**src/hw/rtl/lodd_pkg.sv**
```systemverilog
// Package for the lock-order deadlock detector: item types, status codes,
// size constants. No dependencies.
`default_nettype none
package lodd_pkg;
   localparam int MaxLocks     = 16;
   localparam int MaxThreads   = 16;
   localparam int HistoryDepth = 16;

   localparam logic [1:0] CMD_LOCK   = 2'd0;
   localparam logic [1:0] CMD_UNLOCK = 2'd1;
   localparam logic [1:0] CMD_OTHER  = 2'd2;
   localparam logic [1:0] CMD_SPARE  = 2'd3;

   localparam logic [2:0] ST_OK          = 3'd0;
   localparam logic [2:0] ST_DEADLOCK    = 3'd1;
   localparam logic [2:0] ST_THREAD_FULL = 3'd2;
   localparam logic [2:0] ST_LOCK_FULL   = 3'd3;
   localparam logic [2:0] ST_HIST_FULL   = 3'd4;
   localparam logic [2:0] ST_UNKNOWN     = 3'd5;

   typedef struct packed {
      logic [1:0]  cmd;
      logic [63:0] thread_id;
      logic [31:0] mutex_address;
   } req_type;

   typedef struct packed {
      logic [2:0]  status;
      logic [15:0] cycle_mask;
      logic [3:0]  thread_slot;
      logic [3:0]  lock_slot;
   } rsp_type;

   // controller -> datapath
   typedef struct packed {
      logic load;     // capture request
      logic tscan;    // step thread lookup
      logic decide;   // apply table update
      logic sinit;    // start search
      logic sstep;    // one search step
      logic finish;   // emit result
   } lodd_cmd_type;

   // datapath -> controller
   typedef struct packed {
      logic tdone;
      logic do_search;
      logic sdone;
   } lodd_sts_type;
endpackage
`default_nettype wire

```
**src/hw/rtl/lodd_ctrl.sv**
```systemverilog
// Controller state machine of the deadlock detector.
// Depends on lodd_pkg.
`default_nettype none
module lodd_ctrl (
   input  wire logic                  clock,
   input  wire logic                  reset,
   input  wire logic                  start,
   output logic                       busy,
   input  wire lodd_pkg::lodd_sts_type sts,
   output lodd_pkg::lodd_cmd_type     ctl
);
   import lodd_pkg::*;
   localparam logic [2:0] S_IDLE = 3'd0, S_TSCAN = 3'd1, S_DECIDE = 3'd2,
                          S_SINIT = 3'd3, S_SSTEP = 3'd4, S_FIN = 3'd5;
   logic [2:0] state_ff, state_in;

   always_comb begin
      state_in = state_ff;
      ctl = '0;
      case (state_ff)
         S_IDLE: if (start) begin
            ctl.load = 1'b1;
            state_in = S_TSCAN;
         end
         S_TSCAN: begin
            ctl.tscan = 1'b1;
            if (sts.tdone) state_in = S_DECIDE;
         end
         S_DECIDE: begin
            ctl.decide = 1'b1;
            state_in = sts.do_search ? S_SINIT : S_FIN;
         end
         S_SINIT: begin
            ctl.sinit = 1'b1;
            state_in = S_SSTEP;
         end
         S_SSTEP: begin
            ctl.sstep = 1'b1;
            if (sts.sdone) state_in = S_FIN;
         end
         S_FIN: begin
            ctl.finish = 1'b1;
            state_in = S_IDLE;
         end
         default: state_in = S_IDLE;
      endcase
   end

   assign busy = (state_ff != S_IDLE);

   always_ff @(posedge clock) begin
      if (reset) state_ff <= S_IDLE;
      else state_ff <= state_in;
   end
endmodule
`default_nettype wire

```
**src/hw/rtl/lodd_dp.sv**
```systemverilog
// Datapath of the deadlock detector: thread, lock, history and edge tables
// plus the search engine. Depends on lodd_pkg.
`default_nettype none
module lodd_dp #(
   parameter int MAX_LOCKS     = lodd_pkg::MaxLocks,
   parameter int MAX_THREADS   = lodd_pkg::MaxThreads,
   parameter int HISTORY_DEPTH = lodd_pkg::HistoryDepth
) (
   input  wire logic                  clock,
   input  wire logic                  reset,
   input  wire lodd_pkg::req_type     req_item,
   input  wire lodd_pkg::lodd_cmd_type ctl,
   output lodd_pkg::lodd_sts_type     sts,
   output logic                       rsp_valid,
   output lodd_pkg::rsp_type          rsp_item
);
   import lodd_pkg::*;
   localparam int LW = (MAX_LOCKS > 1) ? $clog2(MAX_LOCKS) : 1;
   localparam int TW = (MAX_THREADS > 1) ? $clog2(MAX_THREADS) : 1;
   localparam int CW = $clog2(MAX_THREADS + 1);
   localparam int DW = $clog2(HISTORY_DEPTH + 1);
   localparam int SW = $clog2(MAX_LOCKS + 2);
   localparam int HN = MAX_THREADS * HISTORY_DEPTH;
   localparam int HA = (HN > 1) ? $clog2(HN) : 1;

   req_type                       req_ff;
   logic [63:0]                   tid_ff [MAX_THREADS];
   logic [CW-1:0]                 tcount_ff;
   logic [TW-1:0]                 tscan_ff;
   logic [TW-1:0]                 tslot_ff;
   logic                          tfound_ff;
   logic [31:0]                   addr_ff [MAX_LOCKS];
   logic [MAX_LOCKS-1:0]          edge_ff [MAX_LOCKS];
   logic [DW-1:0]                 depth_ff [MAX_THREADS];
   logic [LW-1:0]                 hist_mem [HN];
   logic [LW-1:0]                 prev_rd_ff;
   logic [2:0]                    status_ff;
   logic [LW-1:0]                 lslot_ff;
   logic                          tfull_ff;
   logic                          rsp_valid_ff;
   rsp_type                       rsp_ff;
   // search
   logic [LW-1:0]                 stk_ff [MAX_LOCKS+1];
   logic [LW:0]                   nxt_ff [MAX_LOCKS+1];
   logic [SW-1:0]                 sp_ff;
   logic [MAX_LOCKS-1:0]          visited_ff, path_ff;
   logic                          found_ff, sdone_ff;

   // thread scan: one slot per cycle
   logic tscan_hit, tscan_end;
   assign tscan_hit = (CW'(tscan_ff) < tcount_ff) &&
                      (tid_ff[tscan_ff] == req_ff.thread_id);
   assign tscan_end = tscan_hit || (CW'(tscan_ff) + CW'(1) >= tcount_ff) ||
                      (tcount_ff == '0);

   // lock lookup (parallel compare, MAX_LOCKS entries, 16 by default)
   logic            hit_a, hit_z;
   logic [LW-1:0]   idx_a, idx_z;
   always_comb begin
      hit_a = 1'b0; hit_z = 1'b0; idx_a = '0; idx_z = '0;
      for (int i = MAX_LOCKS - 1; i >= 0; i--) begin
         if (addr_ff[i] == req_ff.mutex_address) begin
            hit_a = 1'b1; idx_a = LW'(i);
         end
         if (addr_ff[i] == '0) begin
            hit_z = 1'b1; idx_z = LW'(i);
         end
      end
   end

   logic [TW-1:0] t_sel;
   logic          t_full;
   logic [DW-1:0] d_cur;
   assign t_full = !tfound_ff && (tcount_ff >= CW'(MAX_THREADS));
   assign t_sel  = tfound_ff ? tslot_ff : tcount_ff[TW-1:0];
   assign d_cur  = tfound_ff ? depth_ff[t_sel] : '0;

   logic do_lock, do_search;
   logic [LW-1:0] l_new;
   assign l_new = hit_a ? idx_a : idx_z;
   assign do_lock = !t_full && req_ff.cmd == CMD_LOCK && (hit_a || hit_z) &&
                    d_cur < DW'(HISTORY_DEPTH);
   assign do_search = do_lock && d_cur != '0;

   // history read address for the previous held lock (registered read)
   logic [HA-1:0] prev_addr;
   assign prev_addr = HA'(t_sel) * HA'(HISTORY_DEPTH) + HA'(d_cur) - HA'(1);

   // search step
   logic [LW-1:0] s_node;
   logic [LW:0]   s_i;
   logic [MAX_LOCKS-1:0] s_row;
   logic          s_has;
   logic [LW-1:0] s_succ;
   always_comb begin
      s_node = stk_ff[sp_ff - SW'(1)];
      s_i    = nxt_ff[sp_ff - SW'(1)];
      s_row  = edge_ff[s_node];
      s_has  = 1'b0; s_succ = '0;
      for (int j = MAX_LOCKS - 1; j >= 0; j--)
         if (s_row[j] && (LW+1)'(j) >= s_i) begin
            s_has = 1'b1; s_succ = LW'(j);
         end
   end

   always_ff @(posedge clock) begin
      if (ctl.load) begin
         req_ff   <= req_item;
         tscan_ff <= '0;
         tfound_ff <= 1'b0;
      end
      if (ctl.tscan) begin
         if (tscan_hit) begin
            tfound_ff <= 1'b1; tslot_ff <= tscan_ff;
         end
         if (!tscan_end) tscan_ff <= tscan_ff + TW'(1);
         prev_rd_ff <= '0;
      end
      if (ctl.decide) begin
         tfull_ff <= t_full;
         lslot_ff <= '0;
         status_ff <= ST_OK;
         if (t_full) status_ff <= ST_THREAD_FULL;
         else begin
            if (!tfound_ff) tid_ff[t_sel] <= req_ff.thread_id;
            if (req_ff.cmd == CMD_LOCK) begin
               if (!(hit_a || hit_z)) status_ff <= ST_LOCK_FULL;
               else if (d_cur >= DW'(HISTORY_DEPTH)) status_ff <= ST_HIST_FULL;
               else begin
                  lslot_ff <= l_new;
                  if (!hit_a) addr_ff[l_new] <= req_ff.mutex_address;
                  hist_mem[HA'(t_sel) * HA'(HISTORY_DEPTH) + HA'(d_cur)] <= l_new;
               end
            end else if (req_ff.cmd == CMD_UNLOCK) begin
               if (!hit_a) status_ff <= ST_UNKNOWN;
               else begin
                  lslot_ff <= idx_a;
                  addr_ff[idx_a] <= '0;
                  for (int x = 0; x < MAX_LOCKS; x++)
                     edge_ff[x][idx_a] <= 1'b0;
                  edge_ff[idx_a] <= '0;
               end
            end
         end
      end
      if (do_search && ctl.decide) prev_rd_ff <= hist_mem[prev_addr];
      if (ctl.sinit) begin
         edge_ff[prev_rd_ff][lslot_ff] <= 1'b1;
         stk_ff[0] <= lslot_ff; nxt_ff[0] <= '0; sp_ff <= SW'(1);
         visited_ff <= MAX_LOCKS'(1) << lslot_ff;
         path_ff    <= MAX_LOCKS'(1) << lslot_ff;
         found_ff <= 1'b0; sdone_ff <= 1'b0;
      end
      if (ctl.sstep && !sdone_ff) begin
         if (!s_has) begin
            path_ff[s_node] <= 1'b0;
            sp_ff <= sp_ff - SW'(1);
            if (sp_ff == SW'(1)) sdone_ff <= 1'b1;
         end else begin
            nxt_ff[sp_ff - SW'(1)] <= (LW+1)'(s_succ) + (LW+1)'(1);
            if (!visited_ff[s_succ]) begin
               if (sp_ff >= SW'(MAX_LOCKS + 1)) begin
                  found_ff <= 1'b1; sdone_ff <= 1'b1;
               end else begin
                  visited_ff[s_succ] <= 1'b1; path_ff[s_succ] <= 1'b1;
                  stk_ff[sp_ff] <= s_succ; nxt_ff[sp_ff] <= '0;
                  sp_ff <= sp_ff + SW'(1);
               end
            end else if (path_ff[s_succ]) begin
               found_ff <= 1'b1; sdone_ff <= 1'b1;
            end
         end
      end
      if (ctl.decide) sdone_ff <= 1'b0;
      rsp_ff.status      <= (sdone_ff && found_ff) ? ST_DEADLOCK : status_ff;
      rsp_ff.cycle_mask  <= (sdone_ff && found_ff) ? 16'(path_ff) : 16'd0;
      rsp_ff.thread_slot <= tfull_ff ? 4'd0 : 4'(tslot_ff);
      rsp_ff.lock_slot   <= 4'(lslot_ff);
      if (ctl.decide && !t_full && !tfound_ff) tslot_ff <= t_sel;
      if (reset) begin
         tcount_ff <= '0;
         rsp_valid_ff <= 1'b0;
         for (int i = 0; i < MAX_LOCKS; i++) begin
            addr_ff[i] <= '0; edge_ff[i] <= '0;
         end
         for (int i = 0; i < MAX_THREADS; i++) depth_ff[i] <= '0;
      end else begin
         rsp_valid_ff <= ctl.finish;
         if (ctl.decide && !t_full) begin
            if (!tfound_ff) tcount_ff <= tcount_ff + CW'(1);
            if (do_lock) depth_ff[t_sel] <= d_cur + DW'(1);
            else if (req_ff.cmd == CMD_UNLOCK && hit_a && d_cur != '0)
               depth_ff[t_sel] <= d_cur - DW'(1);
            else if (!tfound_ff) depth_ff[t_sel] <= '0;
         end
      end
   end

   assign sts.tdone     = tscan_end;
   assign sts.do_search = do_search;
   assign sts.sdone     = sdone_ff;
   assign rsp_valid     = rsp_valid_ff;
   assign rsp_item      = rsp_ff;
endmodule
`default_nettype wire

```
**src/hw/rtl/lock_order_deadlock_detector_unit.sv**
```systemverilog
// Top level of the lock-order deadlock detector.
// Depends on lodd_pkg, lodd_ctrl and lodd_dp.
//
// One item at a time: raise start with req_item while busy is low. The
// item takes a thread lookup (one registered thread per cycle, up to
// MAX_THREADS), an update step, and for a lock that adds an order edge
// a depth-first search that does one edge test or pop per cycle. The result
// appears on rsp_item with rsp_valid high for one cycle; the receiver
// cannot stall, so it must take it then. busy drops as the result leaves.
`default_nettype none
module lock_order_deadlock_detector_unit #(
   parameter int MAX_LOCKS     = lodd_pkg::MaxLocks,
   parameter int MAX_THREADS   = lodd_pkg::MaxThreads,
   parameter int HISTORY_DEPTH = lodd_pkg::HistoryDepth
) (
   input  wire logic              clock,
   input  wire logic              reset,
   input  wire logic              start,
   output logic                   busy,
   input  wire lodd_pkg::req_type req_item,
   output logic                   rsp_valid,
   output lodd_pkg::rsp_type      rsp_item
);
   import lodd_pkg::*;
   lodd_cmd_type ctl;
   lodd_sts_type sts;
   logic         busy_core;
   logic         start_core;

   // Drop start while the result is out, so an item is taken only when
   // busy is low.
   assign start_core = start && !rsp_valid;

   // Controller: sequence lookup, update, search and result.
   lodd_ctrl u_ctrl (
      .clock(clock), .reset(reset), .start(start_core), .busy(busy_core),
      .sts(sts), .ctl(ctl)
   );

   // Datapath: tables and search engine.
   lodd_dp #(
      .MAX_LOCKS(MAX_LOCKS), .MAX_THREADS(MAX_THREADS),
      .HISTORY_DEPTH(HISTORY_DEPTH)
   ) u_dp (
      .clock(clock), .reset(reset), .req_item(req_item), .ctl(ctl),
      .sts(sts), .rsp_valid(rsp_valid), .rsp_item(rsp_item)
   );

   // Hold busy through the result cycle.
   assign busy = busy_core || rsp_valid;
endmodule
`default_nettype wire

```
**config.mk**
```make
export PLATFORM = sky130hd
export DESIGN_NAME = lock_order_deadlock_detector_unit
export DESIGN_NICKNAME = d
export VERILOG_FILES = /design/src/hw/rtl/lodd_pkg.sv /design/src/hw/rtl/lodd_ctrl.sv /design/src/hw/rtl/lodd_dp.sv /design/src/hw/rtl/lock_order_deadlock_detector_unit.sv
export SDC_FILE = /design/constraint.sdc
export NUM_CORES = 2
export LEC_CHECK = 0
export ABC_AREA = 1
export BUFFER_PORTS_ARGS = -buffer_cell sky130_fd_sc_hd__buf_2
export CAP_MARGIN = 40
export CORE_MARGIN = 1
export CORE_UTILIZATION = 55
export DETAILED_ROUTE_END_ITERATION = 10
export HOLD_SLACK_MARGIN = 0.08
export PLACE_DENSITY = 0.74
export SLEW_MARGIN = 20
export SYNTH_ARGS = -nofsm -noshare
export SYNTH_HDL_FRONTEND = slang
export SYNTH_HIERARCHICAL = 1
export SYNTH_SLANG_ARGS = --single-unit
```
**constraint.sdc**
```tcl
create_clock -name clock -period 14.8 [get_ports clock]
set_input_delay 0 -clock clock [delete_from_list [all_inputs] [get_ports clock]]
set_output_delay 0 -clock clock [all_outputs]
set_load 0.02 [all_outputs]
```
==> reports/metrics.csv <==
stage;metric;value;unit
floorplanning;chip width;499.4;µm
pwr;Clk pwr share;32.0;%
drt;Post-route DRC;0;
yosys;number of flops mapped to enable cells by yosys;2310;
sta;worst hold slack;0.2615;ns
yosys;post-synth top area cell;edfxtp_1;
job;Max Cap Viol;0;
grt;first-pass GRT wire length;623500;µm
floorplanning;Top-Level Pins;130;
sta;fin. max-slew vios;0;
yosys;predominant post-synthesis flop cell;edfxtp_1;
cells_and_area;final instance count without filler cells;16627;
clock_tree;CTS Buffer Depth;4;
place;PortBufs;129;
worst_setup_path;CP Max Fanout;82;
pwr;Leak;53.69;nW
drt;detailed-route via count;107421;
drt;DRT iter0 DRCs;16654;
place;final HPWL from detailed placement;248000;µm
yosys;Async S/R FF share, synth;0;%
worst_setup_path;Required @ worst endpoint;15.62;ns
cells_and_area;fillcell total;18714;
yosys;Ys Warns;6;
status;status;finished clean;
yosys;cells after synthesis;13053;
clock_tree;CTS Buf Count;345;
clock_tree;CTS root buffer;clkbuf_16;
floorplanning;row count;182;
sta;Final Skew;0.06604;ns
cells_and_area;most frequent cells in the layout;edfxtp_1, o21ai_0, nand2_1;
pwr;Psw;0.009116;W
place;Final Wtd Congestion;1.008;
yosys;syn nets;13186;
cells_and_area;Design Area, Final;154100;µm²
sta;TNS Setup;0;ns
drt;DRT Wirelength;422900;µm
grt;antenna violations before repair;9;
worst_setup_path;critical path class;flop to flop;
worst_setup_path;Crit. End Element;flop;
clock_tree;CTS clk-pin slew, worst paths;0.06;ns
worst_setup_path;Worst path slowest cell;clkinv_1;
clock_tree;H-tree depth;5;
place;placed cell count;15783;
floorplanning;DIE AREA;249400;µm²
pwr;Reg power frac;42.6;%
cells_and_area;most common cell after layout, fill and taps aside;edfxtp_1;
sta;worst slew pin tran;1.208;ns
place;dpl cell area;140500;µm²
floorplanning;Initial Utilization;55.34;%
sta;min cycle time layout;9.150;ns
yosys;Netlist cell types;81;
worst_setup_path;arrival time worst endpoint;9.97;ns
drt;TritonRoute pass-1 iters;9;
drt;vias per cell;6.461;
cells_and_area;FF/Latch Area;88060;µm²
worst_setup_path;most used cell, CP;nand2_1;
sta;Max Clk Rate;109.3;MHz
pwr;P_int;0.01747;W
cells_and_area;layout cells sized above 1;8.849;%
pwr;VDD IR max;0.4399;mV
worst_setup_path;Max stage delay on crit path;0.80;ns
worst_hold_path;min-delay worst type;primary input to flop;
sta;Hold Vio Cnt, Final;0;
clock_tree;Clk Latency, worst-skew pair;0.98;ns
yosys;Yosys top cell area share;50.97;%
grt;gr usage total;32.75;%
worst_setup_path;Worst setup SP type;flop;
yosys;Seq/Total Area, Yosys;64.70;%
grt;GRT Residual Overflow;0;
sta;# setup viols final;0;
cells_and_area;layout overhead on the synthesized area;13.25;%
pwr;power density over the cells;172.5;nW/µm²
grt;largest net degree at the start of global routing;334;
floorplanning;die height;499.4;µm
grt;vias in the first global route;101922;
yosys;largest cells by area after synthesis;edfxtp_1, dfxtp_1, o21ai_0;
yosys;Netlist Area Pre-Place;136100;µm²
worst_setup_path;FF-to-FF setup slack;5.65;ns
yosys;#FFs+latches synth;3243;
sta;fin crit share;61.82;%
cells_and_area;multi-input combinational cell area;41950;µm²
drt;ANT nets after route;0;
clock_tree;post-CTS setup buffers;0;
sta;worst rel slew slack;19.47;%
yosys;Avg Cell Area, Syn;10.43;µm²
pwr;switch share;34.29;%
cells_and_area;final-stage net count;13274;
sta;unrepaired setup endpoints after global routing;no;
floorplanning;Core ar.;245900;µm²
clock_tree;total clock sinks;3243;
clock_tree;CTS tree;yes;
pwr;Logic pwr share;25.3;%
drt;WL per Instance;25.43;µm
-- timing repair --
| item | 4_1_cts | 5_1_grt |
|---|---|---|
| resized for setup | 0 | 0 |
| hold buffers | 199 | 0 |
| endpoints found under the hold margin | 138 | 0 |
-- state kept, by name (all words and copies together), names as in the netlist, 4 cells and up --
name	cells
u_dp/tcount_ff	5
u_dp/path_ff	16
u_dp/stk_ff	68
u_dp/depth_ff	80
u_dp/lslot_ff	4
u_dp/visited_ff	16
u_dp/nxt_ff	85
u_dp/sp_ff	5
u_dp/addr_ff	512
u_dp/rsp_item	27
u_dp/edge_ff	256
u_dp/prev_rd_ff	4
u_dp/tscan_ff	4
u_dp/tid_ff	1024
u_dp/tslot_ff	4
u_dp/hist_mem	1024
u_dp/req_ff	98
-- power by group through the flow --
stage	logic (W)	registers, W	clock network [W]
after detailed placement	0.00639	0.0115	0
after CTS	0.00645	0.0113	0.00858
after global routing	0.00706	0.0113	0.00892
after floorplan	0.00384	0.0116	0
final	0.00674	0.0113	0.00852
after global placement	0.00613	0.0115	0
-- synthesized netlist by cell type, drive strengths merged, types with 8 or more instances --
library cell,n
o221a,17
ha,31
xnor2,177
nor2,1564
buf,152
clkinv,25
o211ai,42
o2111ai,20
o221ai,224
edfxtp,2310
o22ai,280
o311ai,28
nor4,196
inv,760
a22oi,33
or2,111
o32ai,93
nand3,498
a31oi,9
nor3,65
a221oi,61
nand4,245
clkbuf,721
a21oi,766
o21a,14
nor3b,8
nand2,1653
o21ai,1841
dfxtp,933
xor2,107
-- cell type report --
type                       count  share of cell area, %
inverter                     785                  1.939
antenna                        5               0.008118
multi-input combinational   8152                  27.22
tap                         3220                  2.614
sequential                  3243                  57.14
timing repair buffer         614                  3.911
clock buffer                 441                  6.096
clock inverter               167                  1.078
-- kinds of logic (layout without fill, tap and decap cells) --
logic type      count (synthesis)  after routing  synth area share [%]
compound gates               3474           3474                 14.61
mux                             5              5               0.03861
simple gates                 4357           4357                 13.79
flops                        3243           3243                 64.70
other cells                     0              5                     0
buf+inv                      1658           2007                 4.728
xor+xnor                      284            284                 1.839
fa+ha+maj                      32             32                0.2997
-- stage by stage --
step,power [W],worst slack (ns),utilization [%]
after global routing,0.02733,5.012,62.66
after detailed placement,0.01789,5.391,57.14
after CTS,0.02634,5.320,62.44
final,0.02658,5.650,62.67
after global placement,0.01763,5.469,56.55
after floorplan,0.01542,4.601,-
-- path summary, 6_finish.rpt --
path / end / depth (start not counted) / start
worst min register to register: u_dp/found_ff / 2 / u_dp/found_ff
worst min-delay path: u_dp/req_ff[40] / 3 / req_item[40]
worst max-delay path: u_dp/nxt_ff[15][2] / 39 / u_dp/sp_ff[0]
worst max register to register: u_dp/nxt_ff[15][2] / 39 / u_dp/sp_ff[0]
-- critical path: cells and delay by family, from the launching register on --
| family | cells | cell delay, ns |
|---|---|---|
| AND/OR/NAND/NOR | 24 | 3.69 |
| buffers and inverters | 10 | 3.36 |
| adder cells (fa/ha/maj) | 2 | 0.76 |
| XOR/XNOR | 1 | 0.54 |
| flip-flops | 1 | 0.31 |
| AO/OA/AOI/OAI | 2 | 0.25 |
-- layer usage --
layer  GRT usage, %  vias up  wire length [µm]
met5              0        -                50
met3          6.739     1556             51100
met4          17.60        8             24820
li1               -    46876                 -
met1          43.87    51580            158200
met2          50.21     7401            188700
Note: power is estimated with default switching activity, not from simulation.
